==> config.mk <==
export PLATFORM = sky130hd
export DESIGN_NAME = frame_window_multiplier
export DESIGN_NICKNAME = d
export VERILOG_FILES = /design/src/rtl/core/fwm_pkg.sv /design/src/rtl/core/fwm_ctrl.sv /design/src/rtl/core/fwm_datapath.sv /design/src/rtl/core/frame_window_multiplier.sv
export VERILOG_INCLUDE_DIRS = /design/src /design/src/rtl/core
export SDC_FILE = /design/constraint.sdc
export NUM_CORES = 2
export LEC_CHECK = 0
export BUFFER_PORTS_ARGS = -buffer_cell sky130_fd_sc_hd__buf_2
export CAP_MARGIN = 10
export CORE_MARGIN = 2
export CORE_UTILIZATION = 47
export CTS_CLUSTER_SIZE = 16
export DETAILED_ROUTE_END_ITERATION = 8
export GPL_TIMING_DRIVEN = 0
export PLACE_DENSITY_LB_ADDON = 0.05
export REMOVE_ABC_BUFFERS = 1
export SETUP_SLACK_MARGIN = 0.05
export SYNTH_ARGS = -nofsm -noshare
export SYNTH_HDL_FRONTEND = slang
export SYNTH_HIERARCHICAL = 1
export SYNTH_SLANG_ARGS = --single-unit
==> constraint.sdc <==
create_clock -name clk -period 14.5 [get_ports clk]
set_clock_uncertainty 0.15 [all_clocks]
set_input_delay 2.175 -clock clk [delete_from_list [all_inputs] [get_ports clk]]
set_output_delay 2.175 -clock clk [all_outputs]
set_load 0.005 [all_outputs]
==> src/rtl/core/frame_window_multiplier_defines.svh <==
// Assertion macros shared by the frame window multiplier RTL.
// Needs a clock named clk and an active-low reset named arst_n in scope.
`ifndef FRAME_WINDOW_MULTIPLIER_DEFINES_SVH
`define FRAME_WINDOW_MULTIPLIER_DEFINES_SVH

// same-cycle implication
`define FWM_ASSERT_NOW(lbl, ante, cons, msg) \
	lbl: assert property (@(posedge clk) disable iff (!arst_n) (ante) |-> (cons)) else $error(msg);

// next-cycle implication
`define FWM_ASSERT_NEXT(lbl, ante, cons, msg) \
	lbl: assert property (@(posedge clk) disable iff (!arst_n) (ante) |=> (cons)) else $error(msg);

`endif

==> src/rtl/core/fwm_pkg.sv <==
// Shared types and constants of the frame window multiplier.
// No dependencies; used by fwm_ctrl, fwm_datapath and the top level.
package fwm_pkg;

	// register indexes (byte address / 4)
	localparam logic [1:0] REG_FRAME_LENGTH = 2'd0;
	localparam logic [1:0] REG_WINDOW_KIND  = 2'd1;
	localparam logic [1:0] REG_SYMMETRIC    = 2'd2;

	// window kinds
	localparam logic [1:0] KIND_HANN      = 2'd0;
	localparam logic [1:0] KIND_HAMMING   = 2'd1;
	localparam logic [1:0] KIND_HALF_HANN = 2'd2;

	// register reset values
	localparam logic [12:0] FRAME_LENGTH_RST = 13'd256;
	localparam logic [1:0]  WINDOW_KIND_RST  = 2'd0;
	localparam logic        SYMMETRIC_RST    = 1'b1;

	// phase divider: one integer bit plus 32 fraction bits, one per cycle
	localparam int          DIV_BITS = 33;
	localparam logic [5:0]  DIV_LAST = 6'(DIV_BITS - 1);

	// CORDIC constants, Q1.30
	localparam int                 XW       = 34;
	localparam int                 ZW       = 33;
	localparam logic signed [XW-1:0] GAIN_Q30 = 34'sh026DD3B6A;
	localparam logic [29:0]        HALF_Q30 = 30'd536870912;
	localparam logic [29:0]        C054_Q30 = 30'd579820585;
	localparam logic [29:0]        C046_Q30 = 30'd493921239;
	localparam int                 ATAN_N   = 24;

	localparam logic [31:0] ATAN_TURN [ATAN_N] = '{
		32'h20000000, 32'h12E4051E, 32'h09FB385B, 32'h051111D4, 32'h028B0D43,
		32'h0145D7E1, 32'h00A2F61E, 32'h00517C55, 32'h0028BE53, 32'h00145F2F,
		32'h000A2F98, 32'h000517CC, 32'h00028BE6, 32'h000145F3, 32'h0000A2FA,
		32'h0000517D, 32'h000028BE, 32'h0000145F, 32'h00000A30, 32'h00000518,
		32'h0000028C, 32'h00000146, 32'h000000A3, 32'h00000051
	};

	// arctangent of 2^-i as a fraction of a turn
	function automatic logic [31:0] atan_at(input logic [4:0] i);
		logic [31:0] v;
		v = 32'd0;
		if (i < 5'(ATAN_N)) begin
			v = ATAN_TURN[i];
		end
		return v;
	endfunction

	// controller to datapath commands
	typedef struct packed {
		logic load;
		logic div_step;
		logic rot_init;
		logic rot_step;
		logic mul_b;
		logic coef;
		logic scale;
		logic out_load;
	} fwm_cmd_t;

	// datapath to controller status
	typedef struct packed {
		logic div_last;
		logic rot_last;
		logic out_free;
	} fwm_sts_t;

	// controller states, one-hot
	typedef enum logic [7:0] {
		ST_IDLE  = 8'b00000001,
		ST_DIV   = 8'b00000010,
		ST_RINIT = 8'b00000100,
		ST_ROT   = 8'b00001000,
		ST_MULB  = 8'b00010000,
		ST_COEF  = 8'b00100000,
		ST_SCALE = 8'b01000000,
		ST_OUT   = 8'b10000000
	} fwm_state_t;

endpackage

==> src/rtl/core/fwm_ctrl.sv <==
// Sequencing state machine of the frame window multiplier.
// Depends on fwm_pkg; drives fwm_datapath through fwm_cmd_t.
module fwm_ctrl (
	input  logic              clk,
	input  logic              arst_n,
	input  logic              in_valid,
	output logic              in_ready,
	input  fwm_pkg::fwm_sts_t sts,
	output fwm_pkg::fwm_cmd_t cmd
);

	fwm_pkg::fwm_state_t state_q, state_d;

	// state register
	always_ff @(posedge clk or negedge arst_n) begin
		if (!arst_n) begin
			state_q <= fwm_pkg::ST_IDLE;
		end else begin
			state_q <= state_d;
		end
	end

	// next state and commands
	always_comb begin
		state_d  = state_q;
		cmd      = '0;
		in_ready = 1'b0;
		unique case (state_q)
			fwm_pkg::ST_IDLE: begin
				in_ready = 1'b1;
				if (in_valid) begin
					cmd.load = 1'b1;
					state_d  = fwm_pkg::ST_DIV;
				end
			end
			fwm_pkg::ST_DIV: begin
				cmd.div_step = 1'b1;
				if (sts.div_last) state_d = fwm_pkg::ST_RINIT;
			end
			fwm_pkg::ST_RINIT: begin
				cmd.rot_init = 1'b1;
				state_d      = fwm_pkg::ST_ROT;
			end
			fwm_pkg::ST_ROT: begin
				cmd.rot_step = 1'b1;
				if (sts.rot_last) state_d = fwm_pkg::ST_MULB;
			end
			fwm_pkg::ST_MULB: begin
				cmd.mul_b = 1'b1;
				state_d   = fwm_pkg::ST_COEF;
			end
			fwm_pkg::ST_COEF: begin
				cmd.coef = 1'b1;
				state_d  = fwm_pkg::ST_SCALE;
			end
			fwm_pkg::ST_SCALE: begin
				// sample x coefficient
				cmd.scale = 1'b1;
				state_d   = fwm_pkg::ST_OUT;
			end
			fwm_pkg::ST_OUT: begin
				if (sts.out_free) begin
					cmd.out_load = 1'b1;
					state_d      = fwm_pkg::ST_IDLE;
				end
			end
			default: begin
				state_d = fwm_pkg::ST_IDLE;
			end
		endcase
	end

endmodule

==> src/rtl/core/fwm_datapath.sv <==
// Datapath: frame index, phase divider, CORDIC cosine, coefficient and scaling.
// Depends on fwm_pkg; sequenced by fwm_ctrl.
module fwm_datapath #(
	parameter int MAX_LENGTH   = 4096,
	parameter int SAMPLE_WIDTH = 16,
	parameter int CORDIC_STEPS = 16,
	parameter int LW           = $clog2(MAX_LENGTH + 1),
	parameter int IW           = $clog2(MAX_LENGTH)
) (
	input  logic                    clk,
	input  logic                    arst_n,
	input  fwm_pkg::fwm_cmd_t       cmd,
	output fwm_pkg::fwm_sts_t       sts,
	input  logic [LW-1:0]           len,
	input  logic [1:0]              kind,
	input  logic                    sym,
	input  logic [SAMPLE_WIDTH-1:0] sample,
	input  logic                    eof,
	output logic [SAMPLE_WIDTH-1:0] windowed_sample,
	output logic                    last_of_frame,
	output logic                    size_error,
	output logic                    out_valid,
	input  logic                    out_ready
);

	localparam int KW  = (CORDIC_STEPS > 1) ? $clog2(CORDIC_STEPS) : 1;
	localparam int RW  = LW + 1;
	localparam int PW  = 31 + fwm_pkg::XW;
	localparam int AW  = PW + 1;
	localparam int MW  = SAMPLE_WIDTH + 17;
	localparam int SW2 = MW + 1;
	localparam logic signed [SW2-1:0] SAT_HI = SW2'((64'sd1 <<< (SAMPLE_WIDTH - 1)) - 64'sd1);
	localparam logic signed [SW2-1:0] SAT_LO = -SAT_HI - SW2'(1);

	// control registers
	logic [IW-1:0] idx_q;
	logic [5:0]    div_cnt_q;
	logic [KW-1:0] k_q;
	logic          out_valid_q;

	// payload registers
	logic signed [SAMPLE_WIDTH-1:0] s_q;
	logic                           last_q, err_q;
	logic [LW-1:0]                  n_q;
	logic [RW-1:0]                  rem_q;
	logic [fwm_pkg::DIV_BITS-1:0]   quo_q;
	logic signed [fwm_pkg::XW-1:0]  x_q, y_q;
	logic signed [fwm_pkg::ZW-1:0]  z_q;
	logic [1:0]                     quad_q;
	logic signed [PW-1:0]           prod_q;
	logic [15:0]                    coef_q;
	logic signed [MW-1:0]           scl_q;
	logic [SAMPLE_WIDTH-1:0]        ws_q;
	logic                           lof_q, serr_q;

	// frame position for the accepted word
	logic [LW-1:0] lenm1, idx_ext;
	logic          at_end, close;
	logic [IW-1:0] pos;
	always_comb begin
		lenm1   = len - LW'(1);
		idx_ext = LW'(idx_q);
		at_end  = idx_ext >= lenm1;
		pos     = at_end ? lenm1[IW-1:0] : idx_q;
		close   = eof | at_end;
	end

	// one restoring division bit; first step has no doubling
	logic [RW-1:0] dtrial;
	logic          dbit;
	always_comb begin
		dtrial = (div_cnt_q == 6'd0) ? rem_q : {rem_q[RW-2:0], 1'b0};
		dbit   = dtrial >= RW'(n_q);
	end

	// turn fraction; half Hann covers half a turn
	logic [31:0] turn;
	assign turn = (kind == fwm_pkg::KIND_HALF_HANN) ? quo_q[32:1] : quo_q[31:0];

	// one CORDIC rotation
	logic signed [fwm_pkg::XW-1:0] dx, dy;
	logic signed [fwm_pkg::ZW-1:0] at;
	always_comb begin
		dx = y_q >>> k_q;
		dy = x_q >>> k_q;
		at = $signed({1'b0, fwm_pkg::atan_at(5'(k_q))});
	end

	// quadrant unfold and window slope
	logic signed [fwm_pkg::XW-1:0] cosv;
	logic [29:0]                   bmag;
	always_comb begin
		unique case (quad_q)
			2'd0:    cosv = x_q;
			2'd1:    cosv = -y_q;
			2'd2:    cosv = -x_q;
			default: cosv = y_q;
		endcase
		bmag = (kind == fwm_pkg::KIND_HAMMING) ? fwm_pkg::C046_Q30 : fwm_pkg::HALF_Q30;
	end

	// coefficient: offset +- slope*cos, clamped to [0, 1.0], rounded to Q1.15
	logic [29:0]          aoff;
	logic signed [AW-1:0] a_sh, acc;
	logic [AW-1:0]        acc_c, acc_r;
	always_comb begin
		aoff = (kind == fwm_pkg::KIND_HAMMING) ? fwm_pkg::C054_Q30 : fwm_pkg::HALF_Q30;
		a_sh = $signed(AW'({aoff, 30'd0}));
		acc  = (kind == fwm_pkg::KIND_HALF_HANN) ? a_sh + AW'(prod_q) : a_sh - AW'(prod_q);
		if (acc[AW-1]) begin
			acc_c = '0;
		end else if (acc > $signed(AW'(1) <<< 60)) begin
			acc_c = AW'(1) << 60;
		end else begin
			acc_c = AW'(acc);
		end
		acc_r = acc_c + (AW'(1) << 44);
	end

	// product rounding and saturation
	logic signed [SW2-1:0] rnd, shv;
	logic [SAMPLE_WIDTH-1:0] sat;
	always_comb begin
		rnd = SW2'(scl_q) + SW2'(16384);
		shv = rnd >>> 15;
		if (shv > SAT_HI) begin
			sat = SAT_HI[SAMPLE_WIDTH-1:0];
		end else if (shv < SAT_LO) begin
			sat = SAT_LO[SAMPLE_WIDTH-1:0];
		end else begin
			sat = shv[SAMPLE_WIDTH-1:0];
		end
	end

	// control state
	always_ff @(posedge clk or negedge arst_n) begin
		if (!arst_n) begin
			idx_q       <= '0;
			div_cnt_q   <= '0;
			k_q         <= '0;
			out_valid_q <= 1'b0;
		end else begin
			if (cmd.load) begin
				idx_q     <= close ? '0 : idx_q + IW'(1);
				div_cnt_q <= '0;
			end else if (cmd.div_step) begin
				div_cnt_q <= div_cnt_q + 6'd1;
			end
			if (cmd.rot_init) begin
				k_q <= '0;
			end else if (cmd.rot_step) begin
				k_q <= k_q + KW'(1);
			end
			if (cmd.out_load) begin
				out_valid_q <= 1'b1;
			end else if (out_ready) begin
				out_valid_q <= 1'b0;
			end
		end
	end

	// payload path
	always_ff @(posedge clk) begin
		if (cmd.load) begin
			s_q    <= $signed(sample);
			last_q <= close;
			err_q  <= close & ~(eof & (idx_ext == lenm1));
			n_q    <= sym ? lenm1 : len;
			rem_q  <= RW'(pos);
		end
		if (cmd.div_step) begin
			rem_q <= dbit ? dtrial - RW'(n_q) : dtrial;
			quo_q <= {quo_q[fwm_pkg::DIV_BITS-2:0], dbit};
		end
		if (cmd.rot_init) begin
			x_q    <= fwm_pkg::GAIN_Q30;
			y_q    <= '0;
			z_q    <= $signed({3'b000, turn[29:0]});
			quad_q <= turn[31:30];
		end else if (cmd.rot_step) begin
			if (!z_q[fwm_pkg::ZW-1]) begin
				x_q <= x_q - dx;
				y_q <= y_q + dy;
				z_q <= z_q - at;
			end else begin
				x_q <= x_q + dx;
				y_q <= y_q - dy;
				z_q <= z_q + at;
			end
		end
		if (cmd.mul_b) begin
			prod_q <= $signed({1'b0, bmag}) * cosv;
		end
		if (cmd.coef) begin
			coef_q <= acc_r[60:45];
		end
		if (cmd.scale) begin
			scl_q <= s_q * $signed({1'b0, coef_q});
		end
		if (cmd.out_load) begin
			ws_q   <= sat;
			lof_q  <= last_q;
			serr_q <= err_q;
		end
	end

	assign sts.div_last   = div_cnt_q == fwm_pkg::DIV_LAST;
	assign sts.rot_last   = k_q == KW'(CORDIC_STEPS - 1);
	assign sts.out_free   = ~out_valid_q | out_ready;
	assign out_valid       = out_valid_q;
	assign windowed_sample = ws_q;
	assign last_of_frame   = lof_q;
	assign size_error      = serr_q;

endmodule

==> src/rtl/core/frame_window_multiplier.sv <==
// Top level of the frame window multiplier: register port, controller, datapath.
// Depends on fwm_pkg, fwm_ctrl, fwm_datapath and frame_window_multiplier_defines.svh.
//
//  channel | direction | handshake               | payload
//  --------+-----------+-------------------------+--------------------------------
//  s_*     | in        | s_tvalid / s_tready     | sample, end_of_frame (s_tlast)
//  m_*     | out       | m_tvalid / m_tready     | windowed_sample, last, size_error
//  apb     | in        | psel & penable, pready  | frame_length, window_kind, symmetric
//
// One word at a time: each word runs through the bit-serial phase divider and the
// CORDIC loop of one rotation per cycle, then the slope multiply, the coefficient
// and the scaling before its result is loaded; s_tready rises together with m_tvalid,
// so no new word is taken while the last one is still in flight.
// A finished result waits in the output register while the next word is taken;
// the next result stalls until that register is free.
// Reset: index 0, registers to 256 / Hann / symmetric, output empty.
`include "frame_window_multiplier_defines.svh"

module frame_window_multiplier #(
	parameter int MAX_LENGTH   = 4096,
	parameter int SAMPLE_WIDTH = 16,
	parameter int CORDIC_STEPS = 16
) (
	input  logic clk,
	input  logic arst_n,
	// sample (bits SAMPLE_WIDTH-1:0), zero padding above
	input  logic [((SAMPLE_WIDTH + 7) / 8) * 8 - 1:0] s_tdata,
	input  logic s_tvalid,
	output logic s_tready,
	input  logic s_tlast,
	// windowed_sample (bits SAMPLE_WIDTH-1:0), zero padding above
	output logic [((SAMPLE_WIDTH + 7) / 8) * 8 - 1:0] m_tdata,
	output logic m_tvalid,
	input  logic m_tready,
	output logic m_tlast,
	// size_error (bit 0)
	output logic m_tuser,
	input  logic psel,
	input  logic penable,
	input  logic pwrite,
	input  logic [3:0] paddr,
	input  logic [31:0] pwdata,
	output logic [31:0] prdata,
	output logic pready
);

	localparam int LW = $clog2(MAX_LENGTH + 1);
	localparam int IW = $clog2(MAX_LENGTH);
	localparam int CW = (LW > 13) ? LW : 13;
	localparam int DW = ((SAMPLE_WIDTH + 7) / 8) * 8;

	logic [12:0] frame_length_q;
	logic [1:0]  window_kind_q;
	logic        symmetric_q;
	logic        wr_en;
	logic [1:0]  reg_idx;

	assign pready  = 1'b1;
	assign wr_en   = psel & penable & pwrite & pready;
	assign reg_idx = paddr[3:2];

	// configuration registers
	always_ff @(posedge clk or negedge arst_n) begin
		if (!arst_n) begin
			frame_length_q <= fwm_pkg::FRAME_LENGTH_RST;
			window_kind_q  <= fwm_pkg::WINDOW_KIND_RST;
			symmetric_q    <= fwm_pkg::SYMMETRIC_RST;
		end else if (wr_en) begin
			unique case (reg_idx)
				fwm_pkg::REG_FRAME_LENGTH: frame_length_q <= pwdata[12:0];
				fwm_pkg::REG_WINDOW_KIND:  window_kind_q  <= pwdata[1:0];
				fwm_pkg::REG_SYMMETRIC:    symmetric_q    <= pwdata[0];
				default: ;
			endcase
		end
	end

	// register readback
	always_comb begin
		unique case (reg_idx)
			fwm_pkg::REG_FRAME_LENGTH: prdata = 32'(frame_length_q);
			fwm_pkg::REG_WINDOW_KIND:  prdata = 32'(window_kind_q);
			fwm_pkg::REG_SYMMETRIC:    prdata = 32'(symmetric_q);
			default:                   prdata = 32'd0;
		endcase
	end

	// frame length in use, clamped to [2, MAX_LENGTH]
	logic [CW-1:0] fl_ext;
	logic [LW-1:0] len;
	always_comb begin
		fl_ext = CW'(frame_length_q);
		if (fl_ext < CW'(2)) begin
			len = LW'(2);
		end else if (fl_ext > CW'(MAX_LENGTH)) begin
			len = LW'(MAX_LENGTH);
		end else begin
			len = LW'(fl_ext);
		end
	end

	fwm_pkg::fwm_cmd_t cmd;
	fwm_pkg::fwm_sts_t sts;
	logic [SAMPLE_WIDTH-1:0] ws;

	fwm_ctrl u_ctrl (
		.clk      (clk),
		.arst_n   (arst_n),
		.in_valid (s_tvalid),
		.in_ready (s_tready),
		.sts      (sts),
		.cmd      (cmd)
	);

	fwm_datapath #(
		.MAX_LENGTH   (MAX_LENGTH),
		.SAMPLE_WIDTH (SAMPLE_WIDTH),
		.CORDIC_STEPS (CORDIC_STEPS),
		.LW           (LW),
		.IW           (IW)
	) u_dp (
		.clk             (clk),
		.arst_n          (arst_n),
		.cmd             (cmd),
		.sts             (sts),
		.len             (len),
		.kind            (window_kind_q),
		.sym             (symmetric_q),
		.sample          (s_tdata[SAMPLE_WIDTH-1:0]),
		.eof             (s_tlast),
		.windowed_sample (ws),
		.last_of_frame   (m_tlast),
		.size_error      (m_tuser),
		.out_valid       (m_tvalid),
		.out_ready       (m_tready)
	);

	assign m_tdata = DW'(ws);

	// checks
	`FWM_ASSERT_NEXT(a_busy_after_accept, s_tvalid && s_tready, !s_tready, "word accepted while busy")
	`FWM_ASSERT_NOW(a_out_slot_free, cmd.out_load, !m_tvalid || m_tready, "result overwrote a held word")
	`FWM_ASSERT_NOW(a_err_on_last, m_tvalid && !m_tlast, !m_tuser, "size error off a frame end")

endmodule

; ---- Word-level counts from Yosys, hierarchy flattened
; Memory sizes are Yosys's and may differ from the RTL's.
; Cells that the tools add are included.
[totals]
ff_bits = 360
rom_bits = 1024
n_memories = 1
[mem_list]
columns = memory, words, width, rd, rd_ports_with_merged_regs, wr, line
row1 = (no name shown), 32, 32, 1, 0, 0, fwm_pkg.sv:46  ; v = ATAN_TURN[i];
[classes]
n_addsub = 17
n_mul = 2
order_cmp = 9
eq_ne = 21
shift = 2
muxes = 48
bitwise_logic = 9
reduce_logical = 10
[ops]
columns = cell, n
row1 = 32-bit 2-to-1 mux, 4
row2 = 61-bit 2-to-1 mux, 2
row3 = 34-bit one-hot mux with 3 select lines, 1
row4 = 30-bit 2-to-1 mux, 3
row5 = 34-bit adder, 2
row6 = 34-bit 2-to-1 mux, 2
row7 = 34-bit negation, 2
row8 = 34-bit by 4-bit >>> shifter with 34-bit output, 2
row9 = 34-bit subtractor, 2
row10 = 61-bit by 65-bit adder with 66-bit output, 1
row11 = "66-bit by 62-bit > comparator with 1-bit output, second input constant", 1
row12 = 66-bit 2-to-1 mux, 1
row13 = 61-bit by 65-bit subtractor with 66-bit output, 1
row14 = 31-bit by 34-bit multiplier with 65-bit output, 1
row15 = 8-bit one-hot mux with 8 select lines, 1
row16 = "61-bit by 45-bit adder with 61-bit output, second input constant", 1
row17 = 14-bit 2-to-1 mux, 4
row18 = 13-bit 2-to-1 mux, 3
row19 = 13-bit one-hot mux with 3 select lines, 1
row20 = "33-bit by 16-bit adder with 34-bit output, second input constant", 1
row21 = 33-bit adder, 1
row22 = 16-bit by 17-bit multiplier with 33-bit output, 1
row23 = 33-bit 2-to-1 mux, 1
row24 = 33-bit subtractor, 1
row25 = 43 further kinds, 78

; ---- Logic depth before layout (Yosys ltp)
[depth]
depth_word = 9
mapped_depth = 40
ltp_nobuf = 39

; ---- Cells and area by module
; The synthesis kept the hierarchy.
[by_module_without_submodules]
columns = mod, n_inst, cells_each, area_each_um2
row1 = fwm_datapath, 1, 6674, 59507.1
row2 = frame_window_multiplier, 1, 97, 1022.2
row3 = fwm_ctrl, 1, 52, 521.8

; ---- Worst setup path after synthesis
; No wires, ideal clock.
[synth_path]
path_type = reg2reg
start = reg u_dp/x_q[16] (netlist bit)
end = reg u_dp.prod_q[63] (data pin)
arrival_ns = 11.212
t_required_ns = 14.091
path_slack_ns = 2.879
path_stages_with_launch = 36
path_buffers = 2
synth_period_minus_slack_ns = 11.621
cell_sequence = dfxtp_1 clkbuf_1 or4_1 or4_1 nor4b_1 nand3_1 o31a_1 o21ai_0 a31oi_1 nand2_1 inv_1 ha_1 inv_1 ha_1 xor2_1 fa_1 inv_1 fa_1 fa_1 fa_1 inv_1 fa_1 inv_1 ha_1 clkbuf_1 a21o_1 a21o_1 a21o_1 nand2b_1 a211oi_1 nor3_1 a31o_2 o21ai_0 o21a_1 o21ai_0 a211o_1
[synth_between]
elab_chain_len = 3
[synth_lines]
columns = item, line
row1 = from (decl), fwm_datapath.sv:47  ; logic signed [fwm_pkg::XW-1:0] x_q, y_q;
row2 = from (signal assigned), fwm_datapath.sv:176  ; x_q <= fwm_pkg::GAIN_Q30;
row3 = from (signal assigned), fwm_datapath.sv:182  ; x_q <= x_q - dx;
row4 = from (signal assigned), fwm_datapath.sv:186  ; x_q <= x_q + dx;
row5 = 34-bit negation, fwm_datapath.sv:96  ; 2'd2: cosv = -x_q;
row6 = 34-bit one-hot mux with 3 select lines *, fwm_datapath.sv:93  ; unique case (quad_q)
row7 = 31-bit by 34-bit multiplier with 65-bit output *, fwm_datapath.sv:192  ; prod_q <= $signed({1'b0, bmag}) * cosv;
row8 = to (signal assigned), fwm_datapath.sv:192
row9 = to (decl), fwm_datapath.sv:50  ; logic signed [PW-1:0] prod_q;
; Every way passes the cells marked *; elsewhere a longest branch is shown, timed or not.
; A chain may end at the register's enable or synchronous reset.

; ---- Final worst setup path
[layout_path]
start = reg u_dp/y_q[1] (netlist bit)
end = reg u_dp.prod_q[63] (data pin)
[layout_between]
elab_chain_len = 3
[layout_lines]
columns = item, line
row1 = from (decl), fwm_datapath.sv:47
row2 = from (signal assigned), fwm_datapath.sv:183  ; y_q <= y_q + dy;
row3 = from (signal assigned), fwm_datapath.sv:187  ; y_q <= y_q - dy;
row4 = 34-bit negation, fwm_datapath.sv:95  ; 2'd1: cosv = -y_q;
row5 = 34-bit one-hot mux with 3 select lines *, fwm_datapath.sv:93
row6 = 31-bit by 34-bit multiplier with 65-bit output *, fwm_datapath.sv:192
; Marked as above.

==> metrics.json <==
{
  "status": "complete, no violations",
  "hold_path.class": "reg -> reg",
  "std_cell_rows": 132,
  "finalNetCount": 8140,
  "ctsResizeCount": 0,
  "cpLargestDelayFamily": "simple AND/OR/NAND/NOR gates",
  "grt_start_max_net_pins": 92,
  "mux_share_of_post_synthesis_cell_area": 0.0562,
  "detail_route.iter0.violations": 2822,
  "antenna_found_initial": 2,
  "netlist_top_cells_area": "fa_1 24%, ha_1 13%, edfxtp_1 11%",
  "max_cap_viols": 0,
  "avgSynthCellArea_sq_um": 8.95,
  "layout_worst_path_cycle_share": 0.898,
  "multiInputGateArea_sq_um": 45700,
  "clkLatencyLatePin_ns": 0.66,
  "remaining_design_rule_violation_count": 0,
  "clock_sinks": 346,
  "critical_path.n_buffers_inverters": 7,
  "slew_viol_final": 0,
  "dieHeight_um": 364,
  "numCtsBuffers": 46,
  "finalHoldViolations": 0,
  "place.port_buffers": 71,
  "postSynthCellCount": 6823,
  "timing.slew.headroom": 0.226,
  "yosys.area_share.simple": 0.135,
  "transition_time_at_the_pin_with_the_least_slew_margin_ns": 1.16,
  "timing.critical_path.to_type": "flop",
  "setup_viol": 0,
  "min_path_cells": 0,
  "critPathMostFrequentCell": "fa_1",
  "routedWlPerCell_um": 19.9,
  "firstDrtPassIters": 7,
  "ys_async_sr_fraction": 0.136,
  "fmaxAchievable_mhz": 76.8,
  "synthMostInstantiatedCell": "inv_1",
  "first_global_vias": 46900,
  "synth_top_family_by_area": "adder cells",
  "grt_first_pass_wirelength_um": 268000,
  "route.vias.total": 46400,
  "cts_setup_buffers": 0,
  "synth-adder-area-share": 0.371,
  "tritoncts": "built",
  "die-area_sq_um": 133000,
  "final_util": 0.502,
  "routed_via_density": 5.47,
  "num_antenna_cells": 0,
  "yosys_warnings": 6,
  "ctsLongestPathBuffers": 3,
  "cpPeakStageDelay_ns": 0.78,
  "clock_pin_transition_on_the_worst_setup_and_hold_timing_paths_ns": 0.06,
  "synthDistinctLibCells": 99,
  "setup_repair_after_global_routing_missed_its_margin": "false",
  "start_util": 0.473,
  "route.antenna.remaining_nets": 0,
  "yosysTopAreaCellShare": 0.237,
  "synth_enable_flop_cells": 228,
  "hpwlAfterDp_um": 139000,
  "cp.arrival_ns": 13.25,
  "min_period_ns": 13.02,
  "globalRouteOverflowTotal": 0,
  "critical_path.max_fanout": 45,
  "area_growth_syn_to_layout_pct": 6.19,
  "die_width_um": 364,
  "critPathRequiredTime_ns": 14.72,
  "final-seq-area_sq_um": 9460,
  "setup.worst_path.start_class": "flop",
  "gpl.final_weighted_congestion": 0.957,
  "synth_top_cells_by_count": "1,261 x inv_1, 724 x fa_1, 653 x ha_1",
  "synth_flop_cell": "edfxtp_1",
  "htreeDepth": 2,
  "wirelength_um": 169000,
  "xor_xnor_share_of_the_synthesized_area": 0.0582,
  "number_of_buffers_inserted_by_hold_repair_at_cts": 0,
  "fillerInstances": 12500,
  "yosys_register_bits": 346,
  "fp.coreArea_sq_um": 129000,
  "criticalPathCategory": "reg -> reg",
  "path_depth": 36,
  "global_route.usage.total": 0.258,
  "ys_seq_area_frac": 0.155,
  "syn_area_sq_um": 61100,
  "final_layout_size_suffix_gt1_frac": 0.0625,
  "io_pins": 113,
  "slowest_stage": "nor4_1",
  "synth_area_in_compound_gates": 0.125,
  "yosysTopAreaCell": "fa_1",
  "root_buffer": "clkbuf_16",
  "worst_r2r_path_depth": 36
}
[layout make-up]
type                    instances  share of cell area
clock inverters                28             0.00620
clock buffers                  56              0.0186
inverters                    1266              0.0734
multi-input cells            4927               0.705
well taps                    1742              0.0336
flip-flops and latches        346               0.146
repair buffers                116              0.0169
[layer usage]
| layer | vias to the layer above | wire length, um | track usage | part of all wire |
|---|---|---|---|---|
| met5 | - | 13 | 0 | 0.000077 |
| met1 | 22900 | 78600 | 0.361 | 0.47 |
| li1 | 22400 | - | - | - |
| met2 | 930 | 77400 | 0.422 | 0.46 |
| met4 | 2 | 4830 | 0.0698 | 0.029 |
| met3 | 192 | 7760 | 0.0339 | 0.046 |
[worst paths after layout]
check / startpoint / endpoint / slack, ns
setup / recovery: u_dp/y_q[1]$_SDFFE_PP0P_ / u_dp/prod_q[63]$_DFFE_PP_ / 1.48
hold / removal: u_dp/err_q$_DFFE_PP_ / u_dp/size_error$_DFFE_PP_ / 0.30
setup reg to reg: u_dp/y_q[1]$_SDFFE_PP0P_ / u_dp/prod_q[63]$_DFFE_PP_ / 1.48
hold reg to reg: u_dp/err_q$_DFFE_PP_ / u_dp/size_error$_DFFE_PP_ / 0.30
max in group asynchronous: arst_n / u_ctrl/state_q[0]$_DFFE_PN1P_ / 12.19
min in group asynchronous: arst_n / u_dp/k_q[0]$_DFFE_PN0P_ / 1.35
[cells by family after synthesis]
logic type | count (synthesis)
xor+xnor | 406
other cells | 4
mux | 254
simple gates | 1674
compound gates | 1183
flops | 346
fa+ha+maj | 1377
buf+inv | 1579
[sequential cells by signal (all words and copies together), names as in the netlist, 16 cells and up]
name / flops
u_dp/y_q: 34
u_dp/s_q: 16
u_dp/scl_q: 19
u_dp/x_q: 34
u_dp/windowed_sample: 16
u_dp/z_q: 33
u_dp/prod_q: 65
u_dp/coef_q: 16
u_dp/quo_q: 33
[layout by cell type (no fill, tap or decap), types with 44 or more instances in the layout]
master / count
inv_1: 1256
fa_1: 724
ha_1: 653
nand2_1: 502
nor2_1: 398
a21oi_1: 337
o21ai_0: 260
xnor2_1: 258
edfxtp_1: 228
and2_1: 166
xor2_1: 148
mux2i_1: 127
a21o_1: 103
nor3_1: 95
nand3_1: 85
a31oi_1: 74
buf_2: 71
dfxtp_1: 70
mux4_2: 65
nand2b_1: 64
a211oi_1: 64
mux2_2: 62
nor2b_1: 52
and3_1: 49
nand4_1: 48
clkbuf_16: 46
or3_1: 44
[stage by stage]
| step | setup slack (ns) | cell area [sq um] | TNS [ns] | instances | hold WS [ns] |
|---|---|---|---|---|---|
| final | 1.48 | 64800 | 0 | 8481 | 0.295 |
| after global routing | 0.540 | 64800 | 0 | 8481 | 0.310 |
| after CTS | 1.37 | 64800 | 0 | 8478 | 0.298 |
| after detailed placement | 1.43 | 63200 | 0 | 8394 | 0.284 |
| after global placement | -6.61 | 62400 | -321.16 | 8352 | 0.288 |
| after floorplan | 2.51 | 59900 | 0 | 6539 | 0.250 |
[worst register-to-register path, delay by kind of cell (launching register included)]
family | cells | cell delay, ns
and+or+nand+nor | 9 | 3.70
adders and majority gates | 8 | 3.51
AOI/OAI and AO/OA | 11 | 3.37
buffers and inverters | 7 | 1.23
DFF | 1 | 0.40
xor gates and xnor gates | 1 | 0.39
Power is not shown: default switching activity piles up to over one toggle a cycle in this logic, so the estimate is an artifact.
